==> config.mk <==
export PLATFORM = sky130hd
export DESIGN_NAME = fir_out
export DESIGN_NICKNAME = d
export VERILOG_FILES = /design/src/rtl/fir_pkg.sv /design/src/rtl/fir_out.sv
export SDC_FILE = /design/constraint.sdc
export NUM_CORES = 1
export LEC_CHECK = 0
export BUFFER_PORTS_ARGS = -buffer_cell sky130_fd_sc_hd__buf_4
export CAP_MARGIN = 20
export CELL_PAD_IN_SITES_DETAIL_PLACEMENT = 1
export CELL_PAD_IN_SITES_GLOBAL_PLACEMENT = 2
export CORE_MARGIN = 2
export CORE_UTILIZATION = 27
export DETAILED_ROUTE_END_ITERATION = 12
export PLACE_DENSITY = 0.75
export SKIP_LAST_GASP = 1
export SYNTH_ARGS = -nofsm -noshare
export SYNTH_HDL_FRONTEND = slang
export SYNTH_SLANG_ARGS = --single-unit
==> constraint.sdc <==
create_clock -name clk -period 2.6 [get_ports clk]
set_input_delay 0.52 -clock clk [delete_from_list [all_inputs] [get_ports clk]]
set_output_delay 0.52 -clock clk [all_outputs]
set_load 0.05 [all_outputs]
==> src/rtl/fir_pkg.sv <==
// Shared constants, types and helpers for the cell-chain FIR filter.
`timescale 1ns / 1ps

package fir_pkg;

  // Filter size and field widths.
  localparam int MAX_TAPS  = 32;
  localparam int TAP_W     = $clog2(MAX_TAPS);
  localparam int SAMPLE_W  = 16;
  localparam int COEFF_W   = 16;
  localparam int IDX_W     = 5;
  localparam int CFG_W     = 6;
  localparam int OP_W      = 2;
  localparam int PROD_W    = SAMPLE_W + COEFF_W;
  localparam int ACC_W     = PROD_W + TAP_W;
  localparam int FRAC_BITS = 15;

  // Stream payload layout.
  localparam int IN_DATA_W  = 40;
  localparam int OUT_DATA_W = 16;

  typedef logic [OP_W-1:0]  opcode_t;
  typedef logic [TAP_W-1:0] tap_idx_t;

  // Request opcodes.
  localparam opcode_t OP_FILTER = 2'd0;
  localparam opcode_t OP_LOAD   = 2'd1;
  localparam opcode_t OP_CLEAR  = 2'd2;

  // Control broadcast from the sequencer to every cell of the chain.
  typedef struct packed {
    logic                       shift;
    logic                       clear;
    logic                       rotate;
    logic                       load;
    tap_idx_t                   load_cell;
    tap_idx_t                   top_idx;
    logic signed [SAMPLE_W-1:0] sample;
    logic signed [COEFF_W-1:0]  coeff;
  } cell_ctrl_t;

  // Index of the highest tap in use, with the tap count clamped to 1..MAX_TAPS.
  function automatic tap_idx_t top_from_count(logic [CFG_W-1:0] count);
    tap_idx_t r;
    if (count == '0) begin
      r = '0;
    end else if (int'(count) > MAX_TAPS) begin
      r = tap_idx_t'(MAX_TAPS - 1);
    end else begin
      r = tap_idx_t'(count - 1'b1);
    end
    return r;
  endfunction

endpackage

==> src/rtl/fir_out.sv <==
// Output stage: rounding, saturation and the result register of the FIR filter.
`timescale 1ns / 1ps

module fir_out (
  input  logic                                clk,
  input  logic                                rst_n,
  input  logic                                load,
  input  logic signed [fir_pkg::ACC_W-1:0]    acc,
  input  logic                                out_ready,
  output logic                                free,
  output logic                                out_valid,
  output logic signed [fir_pkg::SAMPLE_W-1:0] sample_out,
  output logic                                saturated
);
  import fir_pkg::*;

  localparam int Y_W        = ACC_W + 1 - FRAC_BITS;
  localparam int SAMPLE_MAX = 2 ** (SAMPLE_W - 1) - 1;
  localparam int SAMPLE_MIN = -(2 ** (SAMPLE_W - 1));
  localparam logic signed [Y_W-1:0] Y_MAX = Y_W'(SAMPLE_MAX);
  localparam logic signed [Y_W-1:0] Y_MIN = Y_W'(SAMPLE_MIN);

  logic                       valid_r, valid_nxt;
  logic signed [SAMPLE_W-1:0] data_r, data_nxt;
  logic                       sat_r, sat_nxt;
  logic        [ACC_W:0]      biased;
  logic signed [Y_W-1:0]      y;

  // Add half an LSB, then drop the fraction bits (floor), so halves round up.
  always_comb begin
    biased = {acc[ACC_W-1], acc} + (ACC_W + 1)'(2 ** (FRAC_BITS - 1));
    y      = biased[ACC_W:FRAC_BITS];
  end

  // Clip to the sample range and flag the clip.
  always_comb begin
    data_nxt  = data_r;
    sat_nxt   = sat_r;
    valid_nxt = valid_r;
    if (out_ready) begin
      valid_nxt = 1'b0;
    end
    if (load) begin
      valid_nxt = 1'b1;
      priority if (y > Y_MAX) begin
        data_nxt = SAMPLE_W'(SAMPLE_MAX);
        sat_nxt  = 1'b1;
      end else if (y < Y_MIN) begin
        data_nxt = SAMPLE_W'(SAMPLE_MIN);
        sat_nxt  = 1'b1;
      end else begin
        data_nxt = y[SAMPLE_W-1:0];
        sat_nxt  = 1'b0;
      end
    end
  end

  always_ff @(posedge clk) begin
    if (!rst_n) begin
      valid_r <= 1'b0;
    end else begin
      valid_r <= valid_nxt;
    end
  end

  always_ff @(posedge clk) begin
    data_r <= data_nxt;
    sat_r  <= sat_nxt;
  end

  assign free       = !valid_r || out_ready;
  assign out_valid  = valid_r;
  assign sample_out = data_r;
  assign saturated  = sat_r;

endmodule

==> results.rst <==
.. list-table::
   :header-rows: 1

   * - Metric
     - Value
   * - Pwr per Cell Area
     - ~450 mW/mm²
   * - Final cycle utilization of the critical path
     - 85.4%
   * - Post-layout instance count excluding filler cells
     - about 230
   * - GPL Wtd Cong
     - 0.836
   * - Slew Limit Fails
     - 0
   * - Cell types with the largest area share after synthesis
     - sky130_fd_sc_hd__edfxtp_1 (40%), sky130_fd_sc_hd__xor2_1 (6.1%), sky130_fd_sc_hd__xnor2_1 (5.4%)
   * - Number of instances in the placed design
     - 224
   * - Proportion of synthesized area in mux cells
     - 1.07%
   * - Clock insertion delay at the later pin of the skew report
     - 0.25 ns
   * - Top cell type by total area after synthesis
     - sky130_fd_sc_hd__edfxtp_1
   * - Count of boundary I/O pins
     - 60
   * - Launch point of the worst hold path
     - out_valid
   * - Largest fanout of any net on the critical path
     - 15
   * - Buffers from clock root to sink, at most
     - 2
   * - CP Capture Type
     - flip-flop
   * - Adder and majority cell fraction of the synthesized area
     - 0.969%
   * - Flop2flop setup slack
     - between 1.5 and 2 ns
   * - CTS root buf
     - sky130_fd_sc_hd__clkbuf_8
   * - Post-CTS Hold Fix Bufs
     - 0
   * - Reg-to-reg critical path endpoint
     - out_valid
   * - Fraction of final layout cells sized beyond drive strength 1
     - 40.2%
   * - Count of final setup violators
     - 0
   * - Violation count after the first detailed-route iteration
     - 69
   * - Number of placement rows
     - 25
   * - H-tree depth reported by CTS
     - 1
   * - Gr ovfl total
     - 0
   * - Xor and xnor area share after synthesis
     - 11.5%
   * - Worst hold-check path type
     - reg2reg
   * - Area used by multi-input combinational logic
     - ~700 µm²
   * - Area added between synthesis and finish
     - 37.2%
   * - Synth Area in Simple Gates
     - 27.3%
   * - Cell count after synthesis
     - about 120
   * - Detailed Place HPWL
     - 2770 µm
   * - First-pass GRT wire length
     - 5210 µm
   * - Number of buffers inserted to repair setup after CTS
     - 0
   * - Inserted Clock Buffers
     - 3
   * - Antenna violation net count after detailed routing
     - 0
   * - Max VDD drop
     - 0.000121 V
   * - TritonCTS sink count
     - 18
   * - Primary FF master, synth
     - sky130_fd_sc_hd__edfxtp_1
   * - Antenna violations before repair
     - 0
   * - Most repeated cell in the gate-level netlist after synthesis
     - sky130_fd_sc_hd__edfxtp_1
   * - Worst setup path class
     - in2reg
   * - Number of enable flip-flop cells after synthesis
     - 17
   * - Syn. warnings
     - 0
   * - Maximum Capacitance Violations
     - 0
   * - Final hold violation count
     - 0
   * - Sink of the worst hold path
     - out_valid
   * - Critical Path RT
     - 2.60 ns
   * - Worst-path clk slew
     - about 0.060 ns
   * - Number of global-route vias before repair
     - 1121
   * - Transition time at the pin with the least slew margin
     - 0.418 ns
   * - Count of inserted antenna diode cells
     - 0
   * - Detailed Routing Iterations Pass 1
     - 4
   * - Largest clock skew in the final design
     - 0 ns
   * - Chip Height
     - 73.2 µm
   * - Result of the run
     - complete, no violations
   * - Share of synthesized area occupied by flip-flops and latches
     - 41.1%
   * - Via count
     - 1141
   * - Mapped Nets
     - 166
   * - Async set or reset register ratio after synthesis
     - 0%
   * - Cell count of the worst hold path
     - 2
   * - Pre-CTS WS
     - approximately 0.094 ns
   * - Area fraction in compound gates after synthesis
     - 14.6%
   * - Clock tree from TritonCTS
     - yes
   * - DRC violation count after routing
     - 0
   * - Total power
     - 806 µW
   * - Seq. cell area
     - approximately 530 µm²
   * - DRT Wirelength
     - 3220 µm
   * - Post-route setup TNS
     - 0 ns
   * - F_max
     - approximately 450 MHz
   * - CTS-repair resized insts
     - 0
   * - LEAKAGE
     - 0.000671 µW
   * - Count of input and output buffers
     - 45
   * - Nets
     - 217
   * - Final setup margin
     - 0.379 ns
   * - Arrival @ worst endpoint
     - 2.22 ns
   * - Clock period minus final worst setup slack
     - 2.22 ns
   * - GRT Total Usage
     - 12.6%
   * - Post-layout utilization of the core
     - between 30% and 40%
   * - Area of the die
     - 0.00535 mm²
   * - Setup repair after global routing missed its margin
     - false
   * - Area share of the leading cell type in the synthesized netlist
     - 39.5%
   * - Unique cell type count in the Yosys netlist
     - 36
   * - Pin count of the biggest net entering global routing
     - 19
   * - Average wire length per cell after detail routing
     - 14.1 µm
   * - Number of fill cells
     - 550
   * - Synth cell count leaders
     - sky130_fd_sc_hd__edfxtp_1 (17), sky130_fd_sc_hd__a21oi_1 (12), sky130_fd_sc_hd__nand2_1 (12)
   * - Horizontal die dimension
     - 73.2 µm
   * - Synth Cell Area
     - 0.00129 mm²
   * - Relative slew slack
     - 71.8%
   * - Number of storage elements in the synthesis netlist
     - 18
   * - Main combinational cell family by area after synthesis
     - simple AND/OR/NAND/NOR gates
   * - Effective utilization at floorplan
     - 27.7%
   * - Critical Path Start Type
     - input port
   * - Floorplan Core Area
     - 0.00466 mm²
   * - Vias per std cell
     - 5.00
   * - Source of the worst register-to-register timing path
     - out_valid
   * - Count of cells along the worst register-to-register path
     - 2
   * - Average cell area after synthesis
     - 10.4 µm²
==> through the flow <==
| stage | cell area [µm²] | hold slack (ns) |
|---|---|---|
| floorplan | 1290 | 0.632 |
| global placement | 1730 | 0.509 |
| detailed placement | 1730 | 0.509 |
| CTS | 1770 | 0.517 |
| global route | 1770 | 0.543 |
| finish | 1770 | 0.505 |
==> worst max path at each step <==
stage               startpoint             end  slack [ns]  depth (start not counted)
floorplan              acc[14]  sample_out[13]        0.25                          8
global placement       acc[16]   sample_out[7]         0.1                          8
detailed placement     acc[14]   sample_out[7]        0.09                          9
CTS                    acc[14]  sample_out[13]        0.36                          9
global route           acc[16]   sample_out[7]        0.24                          8
finish                 acc[14]  sample_out[13]        0.38                          9
==> critical path, stage by stage <==
cell	delay [ns]
sky130_fd_sc_hd__buf_4	0.09
sky130_fd_sc_hd__ha_1	0.20
sky130_fd_sc_hd__nand4_1	0.19
sky130_fd_sc_hd__nor4_2	0.37
sky130_fd_sc_hd__a21boi_0	0.21
sky130_fd_sc_hd__nor2_1	0.10
sky130_fd_sc_hd__o41ai_4	0.28
sky130_fd_sc_hd__buf_12	0.19
sky130_fd_sc_hd__a21oi_1	0.07
==> cell type report <==
cell class                 count  share of cell area [%]
inverter                       3                   0.636
clock buffer                   3                    2.33
timing repair buffer          50                    22.6
tap                           54                    3.81
sequential                    18                    29.9
multi-input combinational     99                    40.5
clock inverter                 1                   0.212
==> per-layer routing <==
| metal | routed length, µm | GRT usage [%] | vias up |
|---|---|---|---|
| met5 | 0 | 0 | - |
| met2 | 1600 | 22.0 | 31 |
| li1 | - | - | 563 |
| met1 | 1420 | 15.4 | 542 |
| met4 | 51 | 5.14 | 0 |
| met3 | 160 | 1.66 | 5 |
==> power breakdown <==
part           switching [µW]  total, µW  internal [µW]
clock                    86.6        191            105
sequential               6.35        351            345
combinational             170        263           92.7
total                     263        806            543
==> cells in the final DEF (no fill, tap or decap), types with 2 or more instances in the layout <==
cell	synthesis	routed
sky130_fd_sc_hd__a21boi_0	2	2
sky130_fd_sc_hd__a21oi_1	12	12
sky130_fd_sc_hd__and3_1	2	2
sky130_fd_sc_hd__and3_2	2	2
sky130_fd_sc_hd__and4_1	2	2
sky130_fd_sc_hd__buf_12	0	2
sky130_fd_sc_hd__buf_4	0	48
sky130_fd_sc_hd__clkbuf_8	0	3
sky130_fd_sc_hd__edfxtp_1	17	17
sky130_fd_sc_hd__inv_1	3	3
sky130_fd_sc_hd__nand2_1	12	12
sky130_fd_sc_hd__nand2b_1	2	2
sky130_fd_sc_hd__nand3_1	7	7
sky130_fd_sc_hd__nand4_1	5	5
sky130_fd_sc_hd__nand4_4	2	2
sky130_fd_sc_hd__nor2_1	9	9
sky130_fd_sc_hd__nor3_1	2	2
sky130_fd_sc_hd__nor4_2	2	2
sky130_fd_sc_hd__o21ai_0	2	2
sky130_fd_sc_hd__o21ai_2	5	5
sky130_fd_sc_hd__xnor2_1	8	8
sky130_fd_sc_hd__xor2_1	9	9
==> sequential cells by signal, summed over array words and instances (netlist names) <==
name and flops:
sample_out 16, out_valid 1, saturated 1
==> logic make-up (layout without fill, tap and decap cells) <==
family | after synthesis | after routing
flops | 18 | 18
compound gates | 25 | 25
xor+xnor | 17 | 17
buf+inv | 7 | 57
mux | 1 | 1
simple gates | 55 | 55
fa+ha+maj | 1 | 1
Power figures use the tool's default switching activity.
