## config.mk

```make
export PLATFORM = sky130hd
export DESIGN_NAME = fir_cell
export DESIGN_NICKNAME = d
export VERILOG_FILES = /design/src/rtl/fir_pkg.sv /design/src/rtl/fir_cell.sv
export SDC_FILE = /design/constraint.sdc
export NUM_CORES = 1
export LEC_CHECK = 0
export BUFFER_PORTS_ARGS = -buffer_cell sky130_fd_sc_hd__buf_4
export CAP_MARGIN = 20
export CORE_MARGIN = 4
export CORE_UTILIZATION = 50
export CTS_BUF_LIST = sky130_fd_sc_hd__clkbuf_16
export CTS_CLUSTER_SIZE = 28
export DETAILED_ROUTE_END_ITERATION = 16
export GPL_TIMING_DRIVEN = 0
export PLACE_DENSITY_LB_ADDON = 0.2
export SYNTH_ARGS = -nofsm -noshare
export SYNTH_HDL_FRONTEND = slang
export SYNTH_SLANG_ARGS = --single-unit
```

## constraint.sdc

```tcl
create_clock -name clk -period 18.6 [get_ports clk]
set_input_delay 0.93 -clock clk [delete_from_list [all_inputs] [get_ports clk]]
set_output_delay 0.93 -clock clk [all_outputs]
set_load 0.02 [all_outputs]
```

## src/rtl/fir_pkg.sv

```systemverilog
// Shared constants, types and helpers for the cell-chain FIR filter.
`timescale 1ns / 1ps

package fir_pkg;

  // Filter size and field widths.
  localparam int MAX_TAPS  = 32;
  localparam int TAP_W     = $clog2(MAX_TAPS);
  localparam int SAMPLE_W  = 16;
  localparam int COEFF_W   = 16;
  localparam int IDX_W     = 5;
  localparam int CFG_W     = 6;
  localparam int OP_W      = 2;
  localparam int PROD_W    = SAMPLE_W + COEFF_W;
  localparam int ACC_W     = PROD_W + TAP_W;
  localparam int FRAC_BITS = 15;

  // Stream payload layout.
  localparam int IN_DATA_W  = 40;
  localparam int OUT_DATA_W = 16;

  typedef logic [OP_W-1:0]  opcode_t;
  typedef logic [TAP_W-1:0] tap_idx_t;

  // Request opcodes.
  localparam opcode_t OP_FILTER = 2'd0;
  localparam opcode_t OP_LOAD   = 2'd1;
  localparam opcode_t OP_CLEAR  = 2'd2;

  // Control broadcast from the sequencer to every cell of the chain.
  typedef struct packed {
    logic                       shift;
    logic                       clear;
    logic                       rotate;
    logic                       load;
    tap_idx_t                   load_cell;
    tap_idx_t                   top_idx;
    logic signed [SAMPLE_W-1:0] sample;
    logic signed [COEFF_W-1:0]  coeff;
  } cell_ctrl_t;

  // Index of the highest tap in use, with the tap count clamped to 1..MAX_TAPS.
  function automatic tap_idx_t top_from_count(logic [CFG_W-1:0] count);
    tap_idx_t r;
    if (count == '0) begin
      r = '0;
    end else if (int'(count) > MAX_TAPS) begin
      r = tap_idx_t'(MAX_TAPS - 1);
    end else begin
      r = tap_idx_t'(count - 1'b1);
    end
    return r;
  endfunction

endpackage

```

## src/rtl/fir_cell.sv

```systemverilog
// One cell of the FIR chain: a delay-line sample, a coefficient and a partial sum.
`timescale 1ns / 1ps

module fir_cell (
  input  logic                                clk,
  input  logic                                rst_n,
  input  fir_pkg::cell_ctrl_t                 ctrl,
  input  fir_pkg::tap_idx_t                   cell_idx,
  input  logic signed [fir_pkg::SAMPLE_W-1:0] sample_prev,
  input  logic signed [fir_pkg::COEFF_W-1:0]  coeff_prev,
  input  logic signed [fir_pkg::ACC_W-1:0]    acc_above,
  output logic signed [fir_pkg::SAMPLE_W-1:0] sample_o,
  output logic signed [fir_pkg::COEFF_W-1:0]  coeff_o,
  output logic signed [fir_pkg::ACC_W-1:0]    acc_o
);
  import fir_pkg::*;

  logic signed [SAMPLE_W-1:0] sample_r, sample_nxt;
  logic signed [COEFF_W-1:0]  coeff_r, coeff_nxt;
  logic signed [ACC_W-1:0]    acc_r, acc_nxt;
  logic signed [PROD_W-1:0]   prod;
  logic signed [ACC_W-1:0]    acc_in;

  // Product of this tap and the partial sum handed down from the cell above.
  always_comb begin
    prod    = sample_r * coeff_r;
    acc_in  = (cell_idx == ctrl.top_idx) ? '0 : acc_above;
    acc_nxt = acc_in + ACC_W'(prod);
  end

  // The delay line shifts one cell per new sample and clears as a whole.
  always_comb begin
    priority if (ctrl.clear) begin
      sample_nxt = '0;
    end else if (ctrl.shift) begin
      sample_nxt = sample_prev;
    end else begin
      sample_nxt = sample_r;
    end
  end

  // Coefficients are written in place or rotate around the ring.
  always_comb begin
    priority if (ctrl.load && (cell_idx == ctrl.load_cell)) begin
      coeff_nxt = ctrl.coeff;
    end else if (ctrl.rotate) begin
      coeff_nxt = coeff_prev;
    end else begin
      coeff_nxt = coeff_r;
    end
  end

  always_ff @(posedge clk) begin
    if (!rst_n) begin
      sample_r <= '0;
      coeff_r  <= '0;
    end else begin
      sample_r <= sample_nxt;
      coeff_r  <= coeff_nxt;
    end
  end

  // The partial sum runs freely; the sequencer decides when it is complete.
  always_ff @(posedge clk) begin
    acc_r <= acc_nxt;
  end

  assign sample_o = sample_r;
  assign coeff_o  = coeff_r;
  assign acc_o    = acc_r;

endmodule

```

==> run summary, run 1 <==
Outcome: finished clean
Critical path's most frequent cell: fa_1
Setup crit end kind: flip-flop
RSZ-0062 raised after global routing: false
Commonest non-fill, non-tap cell in the layout: inv_1
Die Area: 31800 sq um
Final-stage net count: 2300
DRC Markers: 0
Core area: 28600 sq um
Max-slew violations: 0
Vias/cell: 5.05
CTS buffer count: 9
Commonest non-fill, non-tap cells in the layout: inv_1, fa_1, buf_4
Fin. Hold Viols: 0
Clock sink count: 69
Buf+Inv Stages, Crit Path: 6
Critical Path AT: 7.69 ns
Worst flop-to-flop path endpoint: acc_o[35]
Ys Warns: 0
Worst R2R Start: coeff_o[4]
Reg2Reg Setup Slack: 11.40 ns
Slew headroom: 27.1%
Final period util: 39.9%
Distinct cells, synth: 61
Worst Max-Slew Pin Slew: 1.09 ns
Slowest cell on crit path: clkbuf_1
Worst min path class: reg -> reg
R2R cell count: 22
Power per cell area: 55.4 nW/um^2
CP max stage delay: 0.59 ns
Grt total ovfl: 0
Wire length per cell: 17.1 um
Fin area: 16600 sq um
Post-layout min period: 7.42 ns
Diode count: 0
Maximum fanout along the worst path: 10
Cell Area, Placed: 16300 sq um
H-tree depth: 3
Clk_skew: 0.0251 ns
Via count: 10800
Antenna-violating nets left: 0
Synthesized instance count: 1568
Data required, critical path: 18.87 ns
Initial Util: 50.7%
Postcts setup bufs: 0
Port Buf Inserts: 172
Hold_sp: sample_o[15]
Crit start category: input port
Die span in x: 178 um
WHS Path Cells: 2
Number of synthesized flops with an enable pin: 0
Clock transition at path regs: 0.06 ns
Yosys reg bits: 69
F_max: 135 MHz
Gr usage total: 25.0%
Ys async rst share: 0%
Syn Std Cell Area: 14500 sq um
Multi-input gate area in the final layout: 11400 sq um
First-pass GRT wire length: 61200 um
Layout fillers: 2596
Routed wire length: 36600 um
CP delay by family, top: adder cells
VDD IR max: 0.0525 mV
CTS resizes: 0
Largest net degree at the start of global routing: 21
Layout cell share with drive strength beyond 1: 12.0%
Synth-to-layout area growth: 14.3%
CTS tree: yes
Post-synth top flop: dfxtp_1
Static leakage: 8.72 nW
Crit-path cells: buf_4 > xor2_1 > nor3_1 > nand3_1 > clkbuf_1 > nand2_1 > fa_1 > inv_1 > fa_1 > fa_1 > fa_1 > inv_1 > fa_1 > inv_1 > ha_1 > buf_4 > nand2_1 > or3_1 > a211oi_2 > o2111ai_1 > a311o_1 > nand2_1 > xor2_1
Pre-antenna DRT Iters: 5
Die Ht: 178 um
DR iter-0 viols: 549
CTS root buf: clkbuf_16
WHS Endpoint: sample_o[15]
CP Class: in -> reg
Synthesized area per cell: 9.25 sq um
Setup TNS: 0 ns
Post-Syn Nets: 2117
Std-Cell Rows: 62
Clk_lat worst skew: 0.37 ns
Setup violators final: 0
Vias in the first global route: 12000
HPWL after DPL: 31100 um
GP Congestion: 0.899
Io pins: 191
Register area: 1380 sq um
Clock Path Buffers: 2
Initial antenna violation count: 0
CTS Hold Bufs: 0
Maxcap violations: 0
Sequential-to-total area share from yosys stat: 9.52%
-- kinds of logic (layout without fill, tap and decap cells) --
family,Yosys count,count (layout),synth area share [%]
multiplexers,34,34,2.35
AND/OR/NAND/NOR,424,424,14.4
flip-flops,69,69,9.52
buffers and inverters,444,632,11.7
adder cells (fa/ha/maj),427,427,53.3
AO/OA/AOI/OAI,126,126,6.07
XOR/XNOR,44,44,2.66
-- flip-flops by register name, indices dropped and copies added, names as in the netlist --
signal and count:
acc_o 37, coeff_o 16, sample_o 16
-- report_power, final --
| part | switching, W | total, W | internal [W] |
|---|---|---|---|
| Combinational | 0.000298 | 0.000529 | 0.000231 |
| Sequential | 0.0000188 | 0.000204 | 0.000186 |
| Clock | 0.0000795 | 0.000184 | 0.000105 |
| Total | 0.000396 | 0.000918 | 0.000521 |
-- metal layers --
| layer | wire length [um] | global-route usage, % | share of wire, % |
|---|---|---|---|
| met5 | 0 | 0 | 0 |
| met4 | 879 | 7.23 | 2.4 |
| met3 | 1760 | 3.84 | 4.8 |
| met2 | 19300 | 45.4 | 53 |
| met1 | 14700 | 30.8 | 40 |
-- worst max-delay path by stage --
stage,start,slack [ns],to,cells past startpoint
6_report,cell_idx[0],11.18,acc_o[33],23
5_1_grt,cell_idx[0],10.84,acc_o[33],23
4_1_cts,cell_idx[0],11.13,acc_o[31],23
3_5_place_dp,cell_idx[0],10.77,acc_o[31],23
3_3_place_gp,cell_idx[0],10.86,acc_o[33],23
2_1_floorplan,sample_o[15],12.49,acc_o[35],22
-- area by class of cell --
class	instances	share of cell area, %
plain buffers	61	1.56
well taps	384	2.90
repair buffers	172	7.79
clock inverters	7	0.445
clock buffers	9	1.36
inverters	383	8.67
multi-input cells	1055	68.9
flip-flops and latches	69	8.33
-- synthesized netlist by cell type, drive strengths merged, types with 6 or more instances --
master / instances / area, sq um
nand2b: 6 / 37.5
fa: 318 / 6370
inv: 383 / 1440
buf: 6 / 46.3
nor2b: 6 / 37.5
a21o: 18 / 136
mux2i: 33 / 330
nand2: 170 / 638
a21oi: 26 / 138
nand3: 8 / 45.0
a211oi: 9 / 77.6
nor2: 55 / 206
ha: 109 / 1360
o21bai: 7 / 52.6
xor2: 14 / 123
clkbuf: 54 / 203
and2: 156 / 976
xnor2: 30 / 263
o21ai: 29 / 149
dfxtp: 69 / 1380
-- metrics by stage --
step	worst slack [ns]	hold slack [ns]	util [%]	power, W	cells
floorplan	12.49	0.638	-	0.000571	1568
global placement	10.86	0.650	56.9	0.000730	2124
detailed placement	10.77	0.655	56.9	0.000742	2124
CTS	11.13	0.668	57.9	0.000930	2140
global route	10.84	0.700	57.9	0.00100	2140
finish	11.18	0.673	57.9	0.000918	2140
-- worst reg2reg max path, cell delays in order, from the launching register on --
cell and delay, ns:
dfxtp_1 0.64, clkbuf_1 0.59, nand2_1 0.27, fa_1 0.63
inv_1 0.06, fa_1 0.63, inv_1 0.22, fa_1 0.53
inv_1 0.05, fa_1 0.48, fa_1 0.49, inv_1 0.05
fa_1 0.48, inv_1 0.04, ha_1 0.26, clkbuf_1 0.20
or2_2 0.33, a21oi_1 0.19, a211oi_1 0.08, o21ai_0 0.42
nand2_1 0.09, nor4bb_1 0.27, a311oi_1 0.07
(Power assumes the default switching activity.)
==> inputs of run 2 (changes only) <==
--- a/config.mk
+++ b/config.mk
@@ -5,6 +5,7 @@
 export SDC_FILE = /design/constraint.sdc
 export NUM_CORES = 1
 export LEC_CHECK = 0
+export ABC_AREA = 1
 export BUFFER_PORTS_ARGS = -buffer_cell sky130_fd_sc_hd__buf_4
 export CAP_MARGIN = 20
 export CORE_MARGIN = 4
==> constraint.sdc (replaced) <==
create_clock -name clk -period 6 [get_ports clk]
set_input_delay 0.3 -clock clk [delete_from_list [all_inputs] [get_ports clk]]
set_output_delay 0.3 -clock clk [all_outputs]
set_load 0.02 [all_outputs]
==> run summary, run 2 <==
Ys Warns: 0 (unchanged)
Distinct cells, synth: 36 (-41%)
Cell Area, Placed: 17000 sq um (+4.2%)
Antenna-violating nets left: 0 (unchanged)
Final-stage net count: 2685 (+17%)
CTS buffer count: 9 (unchanged)
Setup crit end kind: flip-flop
Fin. Hold Viols: 0 (unchanged)
Number of flip-flops in the largest register: 37 (unchanged)
Core area: 29800 sq um (+4.1%)
Crit start category: flip-flop
Grt total ovfl: 0 (unchanged)
Routed wire length: 41100 um (+12%)
Post-synth top area share: 41.9% (-2.0 points)
F_max: 173 MHz
Diode count: 0 (unchanged)
Die span in x: 182 um (+2.2%)
Worst Max-Slew Pin Slew: 0.799 ns (-0.291 ns)
Outcome: finished clean
Data required, critical path: 6.25 ns (-12.62 ns)
Multi-input gate area in the final layout: 11400 sq um (-0.39%)
VDD IR max: 0.161 mV (+210%)
Critical Path AT: 6.05 ns (-1.64 ns)
Synthesized instance count: 1950 (+24%)
GP Congestion: 0.948 (+5.5%)
Synth-to-layout area growth: 16.0%
Maximum fanout along the worst path: 10 (unchanged)
Commonest non-fill, non-tap cells in the layout: inv_1, nand2_1, fa_1
Die Area: 33200 sq um (+4.5%)
Initial antenna violation count: 0 (unchanged)
Post-Layout Cell Count: 2531 (+18%)
Sequential-to-total area share from yosys stat: 9.10% (-0.42 points)
Vias in the first global route: 13300 (+11%)
Post-synth top flop: dfxtp_1
Std-Cell Rows: 63 (+1.6%)
Static leakage: 10.5 nW (+20%)
Top Metal Used: met4
Setup violators final: 0 (unchanged)
Synthesized area per cell: 7.79 sq um (-16%)
Syn Std Cell Area: 15200 sq um (+4.7%)
Clock transition at path regs: 0.06 ns (about the same)
Wl on met1: 16500 um (+13%)
Synth area leader: fa_1
Slew headroom: 46.7% (+20 points)
Port Buf Inserts: 172 (unchanged)
H-tree depth: 3 (unchanged)
Layout fillers: 2846 (+9.6%)
Wire length per cell: 16.2 um (-5.1%)
Post-Syn Nets: 2499 (+18%)
Synth area leaders: fa_1, inv_1, nand2_1
Fin area: 17600 sq um (+6.2%)
First-pass GRT wire length: 67300 um (+9.9%)
Largest net degree at the start of global routing: 21 (unchanged)
Commonest non-fill, non-tap cell in the layout: inv_1
Yosys reg bits: 69 (unchanged)
Pre-antenna DRT Iters: 5 (unchanged)
Vias/cell: 4.95 (-2.0%)
Register area: 1380 sq um (+0.18%)
Die Ht: 182 um (+2.2%)
Gr usage total: 25.9% (+0.94 points)
Final period util: 96.6%
Worst min path class: in -> reg
Clk_lat worst skew: 0.36 ns (about the same)
Power per cell area: 169 nW/um^2 (+210%)
Max-slew violations: 0 (unchanged)
Post-synth top cells: inv_1, nand2_1, fa_1, nor2_1, ha_1
Post-layout min period: 5.80 ns
Initial Util: 51.0% (+0.28 points)
CTS root buf: clkbuf_16
DR WL met2: 20200 um (+5.0%)
Clock Path Buffers: 2 (unchanged)
Clk_skew: 0.00583 ns (-0.0192 ns)
CP Class: reg -> reg
Met3 WL: 2560 um (+45%)
Count leader, synth: inv_1
Clock sink count: 69 (unchanged)
DR iter-0 viols: 751 (+37%)
Maxcap violations: 0 (unchanged)
HPWL after DPL: 35700 um (+15%)
Layout cell share with drive strength beyond 1: 15.6% (+3.6 points)
DRC Markers: 0 (unchanged)
Ys async rst share: 0% (unchanged)
Io pins: 191 (unchanged)
CTS tree: yes
Via count: 12500 (+16%)
Placed Instances: 2512 (+18%)
Number of synthesized flops with an enable pin: 0 (unchanged)
## run 2: cell types whose count changed in the layout (fill, tap and decap cells not counted), moves of 21 or more
cell | previous run | this run
nand2_1 | 170 | 431
inv_1 | 384 | 590
clkbuf_1 | 54 | 6
a21oi_1 | 24 | 49
xnor2_1 | 30 | 3
nand3_1 | 7 | 34
clkbuf_2 | 0 | 21
and2_1 | 156 | 0
nor2_1 | 55 | 111
## run 2: metrics by stage
stage                     util (%)  setup WS, ns  setup TNS, ns  power [W]  hold slack (ns)
after detailed placement      56.9        -0.846          -9.10    0.00238            0.567
after global placement        56.9        -0.824          -8.86    0.00236            0.560
after global routing          59.1      -0.00358       -0.00358    0.00325            0.187
after floorplan                  -         0.210              0    0.00177            0.438
final                         59.1         0.203              0    0.00298            0.199
after CTS                     58.3       0.00343              0    0.00296            0.178
## run 2: report_power, final
group / switching, W / total (W) / internal, W
combinational: 0.00112 / 0.00182 / 0.000693
sequential: 0.0000352 / 0.000614 / 0.000578
clock: 0.000225 / 0.000552 / 0.000327
## run 2: kinds of logic after synthesis
| logic type | Yosys count | synth area share [%] |
|---|---|---|
| flip-flops | 69 | 9.10 |
| AO/OA/AOI/OAI | 111 | 4.12 |
| AND/OR/NAND/NOR | 632 | 16.8 |
| adder cells (fa/ha/maj) | 427 | 50.9 |
| buffers and inverters | 673 | 16.8 |
| XOR/XNOR | 23 | 1.33 |
| multiplexers | 15 | 0.989 |
## run 2: path summary, 6_finish.rpt
| kind | cells after the start | slack, ns | endpoint | startpoint |
|---|---|---|---|---|
| setup reg to reg | 22 | 0.20 | acc_o[23] | sample_o[4] |
| hold reg to reg | 2 | 0.58 | sample_o[14] | sample_o[14] |
| hold / removal | 3 | 0.20 | sample_o[9] | sample_prev[9] |
| setup / recovery | 22 | 0.20 | acc_o[23] | sample_o[4] |
## run 2: what timing repair did
| action | CTS | global route |
|---|---|---|
| pin swaps | 1 | 5 |
| gates resized for setup | 60 | 144 |
| hold buffers | 0 | 0 |
| buffers inserted | 1 | 5 |
| setup endpoints to repair | 25 | 25 |
## run 2: layout make-up
type | instances | share of cell area, %
Clock buffer | 9 | 1.28
Clock inverter | 7 | 0.455
Sequential cell | 69 | 7.86
Multi-Input combinational cell | 1208 | 64.6
Timing Repair Buffer | 178 | 7.59
Buffer | 73 | 2.68
Tap cell | 390 | 2.77
Inverter | 597 | 12.7
## run 2: worst max-delay path: stages (launching register included)
cell,delay (ns)
dfxtp_1,0.33
clkbuf_2,0.30
buf_2,0.38
nand2_1,0.12
fa_1,0.50
inv_1,0.06
fa_1,0.47
fa_1,0.57
fa_1,0.45
fa_1,0.49
inv_1,0.05
fa_1,0.48
inv_1,0.04
ha_1,0.36
nand2_1,0.14
nor2_2,0.22
inv_1,0.12
nor2_2,0.21
nor2_1,0.10
nand2_4,0.11
nand2_2,0.05
nand3_1,0.07
nand2_1,0.06
## run 2: routing by layer
metal,GRT usage [%],up-vias
li1,-,5911
met1,32.8,6060
met2,44.8,449
met3,3.83,105
met4,10.5,0
met5,0,-
